### src/sv/fats_pkg.sv
// fats_pkg: shared types and constants of the fault address table search block
// codes for the item action, register decode, state machine and result beat
// no dependencies
package fats_pkg;

	// default table depth
	localparam int TABLE_DEPTH_DEF = 1024;

	// field widths of the item and result beats and of the entry count
	localparam int INDEX_W = 10;
	localparam int KEY_W   = 32;
	localparam int FADDR_W = 64;
	localparam int COUNT_W = 11;

	// configuration port widths
	localparam int APB_AW = 4;
	localparam int APB_DW = 64;

	// item action codes
	localparam logic ACT_LOAD   = 1'b0;
	localparam logic ACT_SEARCH = 1'b1;

	// register select, taken from paddr bit 3
	localparam logic REG_ENTRY_COUNT = 1'b0;
	localparam logic REG_BASE_OFFSET = 1'b1;

	// search sequencer states
	typedef enum logic [1:0] {
		ST_IDLE,
		ST_CHECK,
		ST_SEARCH,
		ST_FINISH
	} state_t;

	// one result beat
	typedef struct packed {
		logic               found;
		logic [INDEX_W-1:0] match_index;
	} res_t;

endpackage

### src/sv/fats_if.sv
// fats_if: valid/ready channels for item beats and result beats
// depends on fats_pkg for field widths
interface fats_item_if;
	logic                          valid;
	logic                          ready;
	logic                          action;
	logic [fats_pkg::INDEX_W-1:0]  entry_index;
	logic signed [fats_pkg::KEY_W-1:0] entry_key;
	logic [fats_pkg::FADDR_W-1:0]  fault_address;

	modport source(output valid, output action, output entry_index, output entry_key,
		output fault_address, input ready);
	modport sink(input valid, input action, input entry_index, input entry_key,
		input fault_address, output ready);
endinterface


### src/sv/fats_search_ctl.sv
// fats_search_ctl: item intake, range check and binary search sequencer
// one probe per cycle against the key memory; depends on fats_pkg, fats_if
module fats_search_ctl #(
	parameter int TABLE_DEPTH = fats_pkg::TABLE_DEPTH_DEF,
	parameter int AW          = (TABLE_DEPTH > 1) ? $clog2(TABLE_DEPTH) : 1
) (
	input  logic                          clk,
	input  logic                          arst_n,
	fats_item_if.sink                     item,
	input  logic [fats_pkg::COUNT_W-1:0]  entry_count,
	input  logic [fats_pkg::FADDR_W-1:0]  base_offset,
	output logic                          res_valid,
	input  logic                          res_ready,
	output fats_pkg::res_t                res,
	output logic                          mem_wr_en,
	output logic [AW-1:0]                 mem_wr_addr,
	output logic [fats_pkg::KEY_W-1:0]    mem_wr_data,
	output logic                          mem_rd_en,
	output logic [AW-1:0]                 mem_rd_addr,
	input  logic [fats_pkg::KEY_W-1:0]    mem_rd_data
);

	localparam int CW = $clog2(TABLE_DEPTH + 1);

	fats_pkg::state_t state_q, state_nx;

	logic [fats_pkg::FADDR_W-1:0] addr_q;
	logic [fats_pkg::KEY_W-1:0]   value_q;
	logic [CW-1:0]                lo_q, end_q, mid_q;
	fats_pkg::res_t               res_q;

	logic                         accept;
	logic [fats_pkg::FADDR_W-1:0] diff;
	logic                         in_range;
	logic [31:0]                  cnt_ext;
	logic [CW-1:0]                n_sat;
	logic                         hit, less;
	logic [CW-1:0]                lo_nx, end_nx, mid_nx;
	logic [CW:0]                  mid_sum;
	logic                         go;
	logic [31:0]                  mid_ext;

	assign accept = item.valid && item.ready;

	// offset subtraction and signed 32-bit range check
	assign diff     = addr_q - base_offset;
	assign in_range = (diff[63:31] == '0) || (diff[63:31] == '1);

	// count clamped to the table depth
	assign cnt_ext = 32'(entry_count);
	assign n_sat   = (cnt_ext > 32'(TABLE_DEPTH)) ? CW'(TABLE_DEPTH) : CW'(cnt_ext);

	// probe compare
	assign hit  = (mem_rd_data == value_q);
	assign less = ($signed(mem_rd_data) < $signed(value_q));

	// next search window, end is exclusive
	always_comb begin
		lo_nx  = '0;
		end_nx = n_sat;
		if (state_q == fats_pkg::ST_SEARCH) begin
			lo_nx  = less ? CW'(mid_q + 1'b1) : lo_q;
			end_nx = less ? end_q : mid_q;
		end
	end

	assign go      = (lo_nx < end_nx);
	assign mid_sum = {1'b0, lo_nx} + {1'b0, end_nx} - 1'b1;
	assign mid_nx  = mid_sum[CW:1];
	assign mid_ext = 32'(mid_q);

	// next state
	always_comb begin
		state_nx = state_q;
		unique case (state_q)
			fats_pkg::ST_IDLE: begin
				if (accept && item.action == fats_pkg::ACT_SEARCH) begin
					state_nx = fats_pkg::ST_CHECK;
				end
			end
			fats_pkg::ST_CHECK: begin
				state_nx = (in_range && go) ? fats_pkg::ST_SEARCH : fats_pkg::ST_FINISH;
			end
			fats_pkg::ST_SEARCH: begin
				state_nx = (!hit && go) ? fats_pkg::ST_SEARCH : fats_pkg::ST_FINISH;
			end
			fats_pkg::ST_FINISH: begin
				if (res_ready) begin
					state_nx = fats_pkg::ST_IDLE;
				end
			end
			default: state_nx = fats_pkg::ST_IDLE;
		endcase
	end

	// outputs
	always_comb begin
		item.ready  = (state_q == fats_pkg::ST_IDLE);
		res_valid   = (state_q == fats_pkg::ST_FINISH);
		mem_wr_en   = accept && (item.action == fats_pkg::ACT_LOAD)
			&& (32'(item.entry_index) < 32'(TABLE_DEPTH));
		mem_wr_addr = AW'(item.entry_index);
		mem_wr_data = item.entry_key;
		mem_rd_addr = AW'(mid_nx);
		mem_rd_en   = 1'b0;
		unique case (state_q)
			fats_pkg::ST_CHECK:  mem_rd_en = in_range && go;
			fats_pkg::ST_SEARCH: mem_rd_en = !hit && go;
			fats_pkg::ST_IDLE,
			fats_pkg::ST_FINISH: mem_rd_en = 1'b0;
			default:             mem_rd_en = 1'b0;
		endcase
	end

	assign res = res_q;

	// state register
	always_ff @(posedge clk or negedge arst_n) begin
		if (!arst_n) begin
			state_q <= fats_pkg::ST_IDLE;
		end else begin
			state_q <= state_nx;
		end
	end

	// search datapath registers
	always_ff @(posedge clk) begin
		if (state_q == fats_pkg::ST_IDLE && accept) begin
			addr_q <= item.fault_address;
		end
		if (state_q == fats_pkg::ST_CHECK) begin
			value_q <= diff[31:0];
		end
		if (state_q == fats_pkg::ST_CHECK || state_q == fats_pkg::ST_SEARCH) begin
			lo_q  <= lo_nx;
			end_q <= end_nx;
			mid_q <= mid_nx;
		end
		// result capture
		if (state_q == fats_pkg::ST_CHECK && !(in_range && go)) begin
			res_q <= '0;
		end else if (state_q == fats_pkg::ST_SEARCH) begin
			if (hit) begin
				res_q.found       <= 1'b1;
				res_q.match_index <= mid_ext[fats_pkg::INDEX_W-1:0];
			end else if (!go) begin
				res_q <= '0;
			end
		end
	end

endmodule

### src/flat_wrapper.sv
// flat-port wrapper written by rule: the top's interface ports become plain ports
module fats_search_ctl_flat 
#(
	parameter int TABLE_DEPTH = fats_pkg::TABLE_DEPTH_DEF,
	parameter int AW          = (TABLE_DEPTH > 1) ? $clog2(TABLE_DEPTH) : 1
)
  (clk, arst_n, entry_count, base_offset, res_valid, res_ready, res, mem_wr_en, mem_wr_addr, mem_wr_data, mem_rd_en, mem_rd_addr, mem_rd_data, item_valid, item_action, item_entry_index, item_entry_key, item_fault_address, item_ready);
  fats_item_if item_i ();
  input  logic clk;
  input  logic arst_n;
  input  logic [fats_pkg::COUNT_W-1:0] entry_count;
  input  logic [fats_pkg::FADDR_W-1:0] base_offset;
  output logic res_valid;
  input  logic res_ready;
  output fats_pkg::res_t res;
  output logic mem_wr_en;
  output logic [AW-1:0] mem_wr_addr;
  output logic [fats_pkg::KEY_W-1:0] mem_wr_data;
  output logic mem_rd_en;
  output logic [AW-1:0] mem_rd_addr;
  input  logic [fats_pkg::KEY_W-1:0] mem_rd_data;
  input wire logic [$bits(item_i.valid)-1:0] item_valid;
  input wire logic [$bits(item_i.action)-1:0] item_action;
  input wire logic [$bits(item_i.entry_index)-1:0] item_entry_index;
  input wire logic [$bits(item_i.entry_key)-1:0] item_entry_key;
  input wire logic [$bits(item_i.fault_address)-1:0] item_fault_address;
  output wire logic [$bits(item_i.ready)-1:0] item_ready;
  assign item_i.valid = item_valid;
  assign item_i.action = item_action;
  assign item_i.entry_index = item_entry_index;
  assign item_i.entry_key = item_entry_key;
  assign item_i.fault_address = item_fault_address;
  assign item_ready = item_i.ready;
  fats_search_ctl #(.TABLE_DEPTH(TABLE_DEPTH), .AW(AW)) u_core (.clk(clk), .arst_n(arst_n), .item(item_i), .entry_count(entry_count), .base_offset(base_offset), .res_valid(res_valid), .res_ready(res_ready), .res(res), .mem_wr_en(mem_wr_en), .mem_wr_addr(mem_wr_addr), .mem_wr_data(mem_wr_data), .mem_rd_en(mem_rd_en), .mem_rd_addr(mem_rd_addr), .mem_rd_data(mem_rd_data));
endmodule
### config.mk
export PLATFORM = sky130hd
export DESIGN_NAME = fats_search_ctl_flat
export DESIGN_NICKNAME = d
export VERILOG_FILES = /design/src/sv/fats_pkg.sv /design/src/sv/fats_if.sv /design/src/sv/fats_search_ctl.sv /design/src/flat_wrapper.sv
export SDC_FILE = /design/constraint.sdc
export NUM_CORES = 1
export LEC_CHECK = 0
export BUFFER_PORTS_ARGS = -buffer_cell sky130_fd_sc_hd__buf_2
export CAP_MARGIN = 20
export CORE_MARGIN = 3
export CORE_UTILIZATION = 35
export DETAILED_ROUTE_END_ITERATION = 8
export RECOVER_POWER = 50
export SETUP_SLACK_MARGIN = 0.1
export SLEW_MARGIN = 10
export SYNTH_ARGS = -nofsm -noshare
export SYNTH_HDL_FRONTEND = slang
export SYNTH_SLANG_ARGS = --single-unit
### constraint.sdc
create_clock -name clk -period 9.04 [get_ports clk]
set_input_delay 0.904 -clock clk [delete_from_list [all_inputs] [get_ports clk]]
set_output_delay 0.904 -clock clk [all_outputs]
set_load 0.005 [all_outputs]
==> reports/summary.txt, run 1 <==
#FFs+latches synth: 142
Worst-margin pin slew: 1.96 ns
FFs w/ async S/R, synth: 1.41%
Tcrit/Tclk final: 87.1%
Max-slew violations: 70
Synth Cell Area: 12100 µm²
Post-CTS Setup Inserts: 0
Critical R2R Launch: u_core.value_q[31]
Rows: 67
Top-count cell post-synth: inv_1
M1 GR Usage: 26.7%
Clock Latency Late Sink: 0.44 ns
Area contributors post-synth: edfxtp_1 (32%), ha_1 (13%), a21oi_1 (5.7%)
Largest net degree at the start of global routing: 66
CTS sink cnt: 142
Reg2reg setup slack: 2.43 ns
Iteration-0 DRC Markers: 756
Syn_nets: 1731
Max IR drop VDD: 0.209 mV
Root buffer cell: clkbuf_16
Highest clock rate: 127 MHz
Post-layout minimum cycle time: 7.88 ns
Met2 GRT Util: 30.5%
Crit path from: mem_rd_data[31]
Unrepaired setup endpoints after global routing: no
Num ports: 285
Drt via density: 5.25
Max Root-Sink Buffers: 2
Most used cell, CP: a21oi_1
# diodes: 0
Power Density: 295 nW/µm²
Worst clock skew: 0.0114 ns
Die X: 192 µm
CTS tree: done
Area share of the largest cell type after synthesis: 32.0%
Die area: 36900 µm²
Clock transition at path regs: 0.06 ns
Sequential area share after synthesis: 34.2%
Pre-CTS setup slack: 1.23 ns
Layout net count: 1864
# hold bufs at CTS: 0
Die Y: 192 µm
CP max stage cell: a21oi_2
# fillers: 3449
Number of global-route vias before repair: 9982
R2R cell count: 25
Yosys cell types: 79
Hold Crit Class: input port to asynchronous set/reset pin
Layout cells sized above 1: 16.9%
Setup_tns: 0 ns
Post-CTS sizing: 0
First-pass GRT wire length: 54400 µm
Max Cap Viol: 2
WL/cell: 18.0 µm
Most area-hungry cell type in the Yosys netlist: edfxtp_1
Hold Fails Final Rpt: 0
Worst R2R End: u_core.state_q[0]
GRT overflow: 0
Post-Layout Inst Area: 13700 µm²
Cts bufs inserted: 17
P_leak: 6.00 nW
Synth top cells by count: inv_1 (157), a21oi_1 (138), ha_1 (130)
Crit path required time: 8.14 ns
CP endpoint: mem_rd_en
Drt first pass iters: 5
Met3 Use GR: 3.18%
CP peak stage delay: 0.59 ns
Final worst setup slack: 1.16 ns
Critical Path Sink Type: output port
Slew headroom: -30.8%
Initial antenna violation count: 0
Detailed-route via count: 10371
Total GRT Usage: 19.1%
Port Buf Inserts: 200
Cell area after placement: 13200 µm²
Final RePlAce weighted congestion: 0.917
Syn. warnings: 0
Antenna viol nets, final: 0
Synth Flop Type: edfxtp_1
Crit path kind: input port to output port
Hpwl dp: 29100 µm
Failing checks: max-capacitance violations, max-slew violations
Core box area: 33800 µm²
Final setup fails: 0
Initial Util: 35.8%
Area Growth Syn to Fin: 13.3%
GR peak layer: met2
Synthesized instance count: 1381
H-tree Lvls: 4
Final WL: 35600 µm
Critical Path Start Type: input port
Number of synthesized flops with an enable pin: 129
DRC: 0
Crit Path Max Fanout: 20
Status: finished with violations
CP Data Arrival Time: 6.97 ns
Average size of a mapped cell: 8.77 µm²
## through the flow
step                      instances  util (%)  power, W  hold slack, ns
after floorplan                1381         -   0.00282           0.553
after global placement         1942      39.0   0.00334           0.606
after detailed placement       1942      39.0   0.00337           0.604
after CTS                      1974      40.6   0.00408           0.213
after global routing           1975      40.6   0.00437           0.220
final                          1975      40.6   0.00404           0.241
## final cells by class
cell class / instances / area, µm² / area share [%]
sequential: 142 / 4140 / 30.2
clock buffer: 19 / 433 / 3.16
inverter: 157 / 589 / 4.30
clock inverter: 13 / 126 / 0.921
timing repair buffer: 206 / 1040 / 7.58
tap: 448 / 561 / 4.09
multi-input combinational: 990 / 6830 / 49.8
## worst min path at each step
stage,from,end,slack (ns),cells past startpoint
3_3_place_gp,u_core.res[10],u_core.res[10],0.61,3
6_report,arst_n,u_core.state_q[0],0.24,1
4_1_cts,arst_n,u_core.state_q[0],0.21,1
2_1_floorplan,u_core.mid_q[1],u_core.res[1],0.55,2
3_5_place_dp,u_core.res[0],u_core.res[0],0.60,3
5_1_grt,arst_n,u_core.state_q[0],0.22,1
## power by group
part | total, W | internal [W] | switching (W)
Combinational | 0.00219 | 0.000826 | 0.00136
Sequential | 0.00117 | 0.00107 | 0.0000936
Clock | 0.000687 | 0.000384 | 0.000303
## kinds of logic after synthesis
logic type,synth area share [%]
AOI/OAI and AO/OA,18.7
adders and majority gates,13.8
and+or+nand+nor,16.8
xor gates and xnor gates,4.85
buffers and inverters,9.42
muxes,2.20
DFF,34.2
## critical path, delay by kind of cell
kind	cells	cell delay [ns]
buffers and inverters	4	0.73
and+or+nand+nor	10	2.65
AOI/OAI and AO/OA	10	2.15
adders and majority gates	2	0.53
## state kept, by name (all words and copies together), names as in the netlist
| register | count |
|---|---|
| u_core.addr_q | 64 |
| u_core.value_q | 32 |
| u_core.end_q | 11 |
| u_core.lo_q | 11 |
| u_core.mid_q | 11 |
| u_core.res | 11 |
| u_core.state_q | 2 |
## routing by layer
| metal | wire (µm) | vias up |
|---|---|---|
| met3 | 1940 | 46 |
| met2 | 16100 | 306 |
| met1 | 16900 | 4812 |
| li1 | - | 5207 |
| met4 | 612 | 0 |
| met5 | 0 | - |
## placed cells by master, fill, tap and decap left out, types with 16 or more instances in the layout
master,Yosys,routed
o21ai_0,64,64
xnor2_1,40,40
inv_1,157,157
nand4_1,36,36
edfxtp_1,129,129
nand2_1,116,116
nand2b_1,16,16
xor2_1,27,27
a21oi_1,138,137
a21o_1,26,26
buf_2,9,197
ha_1,130,130
clkbuf_16,0,17
nor2b_1,27,27
nor2_1,81,81
nor3_1,31,31
nand3_1,33,33
(Power assumes the default switching activity.)
==> run 2: changes to the inputs <==
==> constraint.sdc (replaced) <==
create_clock -name clk -period 9.04 [get_ports clk]
set_input_delay 0 -clock clk [delete_from_list [all_inputs] [get_ports clk]]
set_output_delay 0 -clock clk [all_outputs]
set_load 0.005 [all_outputs]
==> run 2 against run 1 <==
  * The run still ends with max-capacitance violations, max-slew violations left
  * Wire length rose by 1.5%
  * Design area rose by 5.1%
  * Hold slack got worse by 0.24 ns
  * Power rose by 0.68%
  * Highest routed layer unchanged
==> reports/summary.txt, run 2 (synthesized netlist as in run 1, its figures left out) <==
GRT overflow: 0 (unchanged)
Final RePlAce weighted congestion: 0.898 (-2.1%)
Unrepaired setup endpoints after global routing: no
Post-Layout Inst Area: 14400 µm² (+5.1%)
Post-layout util: 42.7% (+2.1 points)
Root buffer cell: clkbuf_16
Biggest regs: u_core.addr_q (64), u_core.value_q (32)
Status: finished with violations
Met2 wire len: 17000 µm (+5.2%)
Area Growth Syn to Fin: 19.1%
Total Power: 0.00407 W (+0.68%)
Hold Crit Start: item_entry_key[6]
CP max stage cell: o31a_1
CTS sink cnt: 142 (unchanged)
Worst hold stages: 0
Die area: 36900 µm² (unchanged)
CP peak stage delay: 0.47 ns (-0.12 ns)
Worst R2R End: u_core.state_q[0]
Crit path required time: 9.04 ns (+0.90 ns)
Max Cap Viol: 2 (unchanged)
Num ports: 285 (unchanged)
Post-CTS Setup Inserts: 0 (unchanged)
Highest routed metal layer: met4
Drt via density: 5.24 (-0.18%)
# fillers: 3370 (-2.3%)
H-tree Lvls: 4 (unchanged)
Max IR drop VDD: 0.242 mV (+16%)
Crit path buffers/inverters: 3 (-1)
WL/cell: 17.7 µm (-1.9%)
Port Buf Inserts: 200 (unchanged)
Final setup fails: 0 (unchanged)
Iteration-0 DRC Markers: 686 (-9.3%)
Max reg flops: 64 (unchanged)
Clock transition at path regs: 0.07 ns (about the same)
P_leak: 6.26 nW (+4.2%)
R2R cell count: 24 (-4.0%)
Cell area after placement: 13200 µm² (about the same)
Clock Latency Late Sink: 0.45 ns (about the same)
DRC: 0 (unchanged)
Total GRT Usage: 19.5% (+0.38 points)
Initial Util: 35.8% (unchanged)
Met1 WL: 16700 µm (-1.6%)
Number of global-route vias before repair: 10678 (+7.0%)
Drt first pass iters: 6 (+1)
# diodes: 0 (unchanged)
Most used cell, CP: a21oi_1
Layout net count: 1933 (+3.7%)
Critical R2R Launch: u_core.value_q[31]
Rows: 67 (unchanged)
Hold Fails Final Rpt: 0 (unchanged)
Tcrit/Tclk final: 69.8% (-17 points)
Final WL: 36200 µm (+1.5%)
Critical Path Sink Type: output port
Hold EP: mem_wr_data[6]
Highest clock rate: 158 MHz (+25%)
Commonest cells after routing, fill and taps aside: buf_2 (187), inv_1 (157), a21oi_1 (137)
Initial antenna violation count: 0 (unchanged)
Hold Crit Class: input port to output port
Failing checks: max-capacitance violations, max-slew violations
Largest Register: u_core.addr_q
Final Hold Slack: 0.00000226 ns (-0.241 ns)
Post-layout minimum cycle time: 6.31 ns (-1.57 ns)
Cts bufs inserted: 17 (unchanged)
Most common cell after layout, fill and taps aside: buf_2
Metal3 WL: 1970 µm (+1.2%)
Max Root-Sink Buffers: 2 (unchanged)
Detailed-route via count: 10714 (+3.3%)
Worst clock skew: 0.0100 ns (-0.00142 ns)
Critical Path Start Type: flop
CTS tree: done
Crit Path Max Fanout: 32 (+60%)
Antenna viol nets, final: 0 (unchanged)
Worst-margin pin slew: 1.97 ns (+0.00627 ns)
Layout cells sized above 1: 15.7% (-1.2 points)
Crit path kind: flop to output port
First-pass GRT wire length: 56400 µm (+3.7%)
Die Y: 192 µm (unchanged)
Hpwl dp: 28600 µm (-1.7%)
Core box area: 33800 µm² (unchanged)
Setup_tns: 0 ns (unchanged)
Reg2reg setup slack: 2.94 ns (+0.51 ns)
Die X: 192 µm (unchanged)
CP delay by family, top: simple AND/OR/NAND/NOR gates
Slew headroom: -31.2% (-0.42 points)
Largest net degree at the start of global routing: 66 (unchanged)
Max-slew violations: 69 (-1.4%)
CP Data Arrival Time: 6.31 ns (-0.66 ns)
Power Density: 282 nW/µm² (-4.2%)
[run 2: cell count changes in the layout (fill, tap and decap cells not counted), moves of 2 or more]
cell / before / now
dlygate4sd3_1: 0 / 69
buf_2: 197 / 187
clkbuf_1: 7 / 16
inv_4: 0 / 3
clkbuf_16: 17 / 19
clkinv_2: 2 / 0
clkinvlp_4: 3 / 1
[run 2: worst max-delay path by stage]
stage	startpoint	slack (ns)	cells past startpoint	endpoint
floorplan	u_core.value_q[23]	3.45	24	u_core.state_q[0]
global route	u_core.value_q[23]	2.27	25	mem_rd_en
global placement	u_core.value_q[31]	3.16	24	u_core.state_q[0]
CTS	u_core.value_q[31]	2.74	25	mem_rd_en
detailed placement	u_core.value_q[31]	3.02	24	u_core.state_q[0]
finish	u_core.value_q[31]	2.73	25	mem_rd_en
[run 2: layout make-up]
type / count / area [µm²] / area share, %
Clock buffer: 21 / 493 / 3.42
Clock inverter: 11 / 92.6 / 0.642
Inverter: 157 / 589 / 4.09
Multi-Input combinational cell: 990 / 6830 / 47.3
Sequential cell: 142 / 4140 / 28.7
Tap cell: 448 / 561 / 3.89
Timing Repair Buffer: 275 / 1710 / 11.9
[run 2: where the power goes]
| group | internal (W) | switching [W] | leakage [nW] |
|---|---|---|---|
| clock | 0.000399 | 0.000312 | 0.290 |
| sequential | 0.00107 | 0.0000910 | 1.34 |
| combinational | 0.000849 | 0.00135 | 4.63 |
| total | 0.00232 | 0.00175 | 6.26 |
[run 2: worst register-to-register path, delay by kind of cell, from the launching register on]
family / cells / cell delay [ns]
buffers and inverters: 2 / 0.44
muxes: 2 / 0.44
DFF: 1 / 0.32
adders and majority gates: 2 / 0.67
and+or+nand+nor: 9 / 2.31
AOI/OAI and AO/OA: 9 / 1.79
[run 2: routing by layer]
layer | GRT usage (%) | up-vias
met1 | 26.3 | 5015
li1 | - | 5331
met4 | 5.02 | 0
met3 | 3.54 | 43
met5 | 0 | -
met2 | 32.4 | 325
[run 2: what timing repair did]
item	CTS	global route
gates resized for setup	0	0
hold endpoints to repair	68	0
hold buffers	69	0
[run 2: metrics by stage]
step                cells  setup slack, ns
finish               2044             2.73
global route         2044             2.27
CTS                  2044             2.74
detailed placement   1943             3.02
global placement     1943             3.16
floorplan            1381             3.45
==> run 3: changes to the inputs <==
==> constraint.sdc (replaced) <==
create_clock -name clk -period 6.5 [get_ports clk]
set_input_delay 0 -clock clk [delete_from_list [all_inputs] [get_ports clk]]
set_output_delay 0 -clock clk [all_outputs]
set_load 0.005 [all_outputs]
==> run 3 against run 2 <==
  * The run still ends with max-capacitance violations, max-slew violations left
  * First-iteration DRC count increased by 26%
  * Combinational power increased by 41%
  * Global-route usage increased by 0.47 points
  * Non-clock buffer count increased by 2
  * Clock power increased by 49%
  * Count of clock-buffer cells in the layout decreased by 2
  * Final cell count about the same
  * Sequential power increased by 40%
  * Register-to-register slack got worse by 2.2 ns
  * Die area unchanged
  * Power increased by 42%
  * Critical path type unchanged
  * Critical path depth unchanged
==> reports/summary.txt, run 3 (synthesized netlist as in run 1, its figures left out) <==
Max-slew violations: 63 (-8.7%)
CTS tree: done
Crit Path Max Fanout: 13 (-59%)
Post-layout minimum cycle time: 5.94 ns
Max IR drop VDD: 0.268 mV (+11%)
Crit path kind: flop to output port
Die area: 36900 µm² (unchanged)
Critical Path Start Type: flop
Tcrit/Tclk final: 91.4%
Met3 Use GR: 3.61% (+0.073 points)
DRC: 0 (unchanged)
Clock transition at path regs: 0.06 ns (about the same)
Initial antenna violation count: 1 (+1)
Critical R2R Launch: u_core.value_q[31]
Hpwl dp: 29300 µm (+2.5%)
Iteration-0 DRC Markers: 865 (+26%)
Worst R2R End: u_core.state_q[0]
Area of the multi-input gates: 6850 µm² (+0.27%)
Root buffer cell: clkbuf_16
Slew headroom: -23.5% (+7.7 points)
Die X: 192 µm (unchanged)
Num ports: 285 (unchanged)
Crit path from: u_core.value_q[31]
Clock Latency Late Sink: 0.44 ns (about the same)
Final setup fails: 0 (unchanged)
First-pass GRT wire length: 57300 µm (+1.5%)
Drt via density: 5.27 (+0.62%)
Rows: 67 (unchanged)
Hold Fails Final Rpt: 0 (unchanged)
Final WL: 37000 µm (+2.4%)
Die Y: 192 µm (unchanged)
CP endpoint: mem_rd_en
Worst clock skew: 0.0108 ns (+0.000786 ns)
Most common cell after layout, fill and taps aside: buf_2
R2R cell count: 24 (unchanged)
Port Buf Inserts: 200 (unchanged)
Power Density: 399 nW/µm² (+41%)
CP Data Arrival Time: 5.94 ns (-0.37 ns)
Met2 GRT Util: 32.4% (+0.096 points)
P_leak: 6.29 nW (+0.51%)
GRT overflow: 0 (unchanged)
Cts bufs inserted: 17 (unchanged)
Highest clock rate: 168 MHz
Post-Layout Inst Area: 14500 µm² (+0.49%)
Layout cells sized above 1: 16.0% (+0.29 points)
Commonest cells after routing, fill and taps aside: buf_2 (188), inv_1 (157), a21oi_1 (137)
Crit path required time: 6.50 ns (-2.54 ns)
Largest net degree at the start of global routing: 66 (unchanged)
Worst-margin pin slew: 1.85 ns (-0.116 ns)
Failing checks: max-capacitance violations, max-slew violations
Largest Register: u_core.addr_q
Status: finished with violations
# fillers: 3354 (-0.47%)
Max Cap Viol: 2 (unchanged)
Layout net count: 1935 (+0.10%)
CTS sink cnt: 142 (unchanged)
Max Root-Sink Buffers: 2 (unchanged)
Setup_tns: 0 ns (unchanged)
Antenna viol nets, final: 0 (unchanged)
Critical Path Sink Type: output port
Total GRT Usage: 20.0% (+0.47 points)
M1 GR Usage: 27.1% (+0.72 points)
WL/cell: 18.1 µm (+2.3%)
GR peak layer: met2
H-tree Lvls: 4 (unchanged)
Reg2reg setup slack: 0.73 ns (-2.21 ns)
Biggest regs: u_core.addr_q (64), u_core.value_q (32)
# diodes: 0 (unchanged)
Detailed-route via count: 10791 (+0.72%)
Initial Util: 35.8% (unchanged)
Area Growth Syn to Fin: 19.7%
Number of global-route vias before repair: 10631 (-0.44%)
Core box area: 33800 µm² (unchanged)
Final RePlAce weighted congestion: 0.955 (+6.3%)
Max reg flops: 64 (unchanged)
Hold Crit Class: input port to output port
Unrepaired setup endpoints after global routing: no
Drt first pass iters: 5 (-1)
Sequential Area: 4140 µm² (unchanged)
Cell area after placement: 13200 µm² (about the same)
==> run 3: cell types whose count changed in the layout (fill, tap and decap cells not counted), moves of 2 or more <==
cell	delta
inv_6	-2
inv_8	-2
buf_4	+2
clkinv_4	+2
inv_4	-3
bufinv_16	+4
clkbuf_16	-2
==> run 3: layout make-up <==
cell class                 instances  share of cell area [%]
timing repair buffer             277                    11.9
sequential                       142                    28.6
inverter                         157                    4.07
multi-input combinational        990                    47.2
clock buffer                      19                    2.99
clock inverter                    13                    1.30
tap                              448                    3.87
==> run 3: per-stage QoR <==
| step | util, % | power [W] | hold WS [ns] | setup WS (ns) | instances |
|---|---|---|---|---|---|
| 6_report | 42.9 | 0.00578 | 0.00000199 | 0.559 | 2046 |
| 5_1_grt | 42.9 | 0.00623 | 0.0000157 | 0.123 | 2046 |
| 3_3_place_gp | 39.0 | 0.00462 | -0.201 | 0.700 | 1943 |
| 4_1_cts | 42.9 | 0.00579 | 0.0000346 | 0.304 | 2044 |
| 3_5_place_dp | 39.0 | 0.00468 | -0.200 | 0.542 | 1944 |
| 2_1_floorplan | - | 0.00392 | -0.296 | 0.914 | 1381 |
==> run 3: what timing repair did <==
item,CTS,global route
endpoints found under the setup margin,0,2
hold buffers,68,0
endpoints found under the hold margin,68,0
buffers inserted,0,2
resized for setup,0,3
==> run 3: critical path, cell delays in order (launching register included) <==
cell and delay, ns:
edfxtp_1 0.32, inv_1 0.04, ha_1 0.35, nand4_1 0.21
nor4_4 0.35, nor2b_1 0.17, o31ai_1 0.08, nand3b_1 0.18
nor2_1 0.08, a21oi_2 0.24, buf_4 0.17, mux2i_1 0.06
mux2_2 0.31, ha_1 0.35, nor2b_1 0.06, o21a_1 0.16
o21ai_0 0.16, a21oi_1 0.08, o21ai_0 0.14, a21oi_1 0.08
or3_1 0.41, or3b_1 0.35, or4_1 0.39, o31a_2 0.46
a21oi_1 0.16, buf_2 0.14
==> run 3: where the power goes <==
group	internal (W)	switching (W)
sequential	0.00149	0.000131
clock	0.000644	0.000416
combinational	0.00120	0.00190
==> run 3: how the worst min path moves through the flow <==
stage               slack [ns]  cells after the start           endpoint          startpoint
floorplan                -0.30                      0  u_core.state_q[0]              arst_n
global placement         -0.20                      1  u_core.state_q[0]              arst_n
detailed placement       -0.20                      1  u_core.state_q[1]              arst_n
CTS                    0.00003                      0    mem_wr_data[13]  item_entry_key[13]
global route           0.00002                      0     mem_wr_data[8]   item_entry_key[8]
finish                0.000002                      0     mem_wr_data[1]   item_entry_key[1]
==> run 3: metal layers <==
| layer | vias to the layer above | share of wire [%] |
|---|---|---|
| met2 | 364 | 46 |
| met4 | 0 | 1.9 |
| met3 | 47 | 5.8 |
| met1 | 5041 | 46 |
| met5 | - | 0 |
| li1 | 5339 | - |
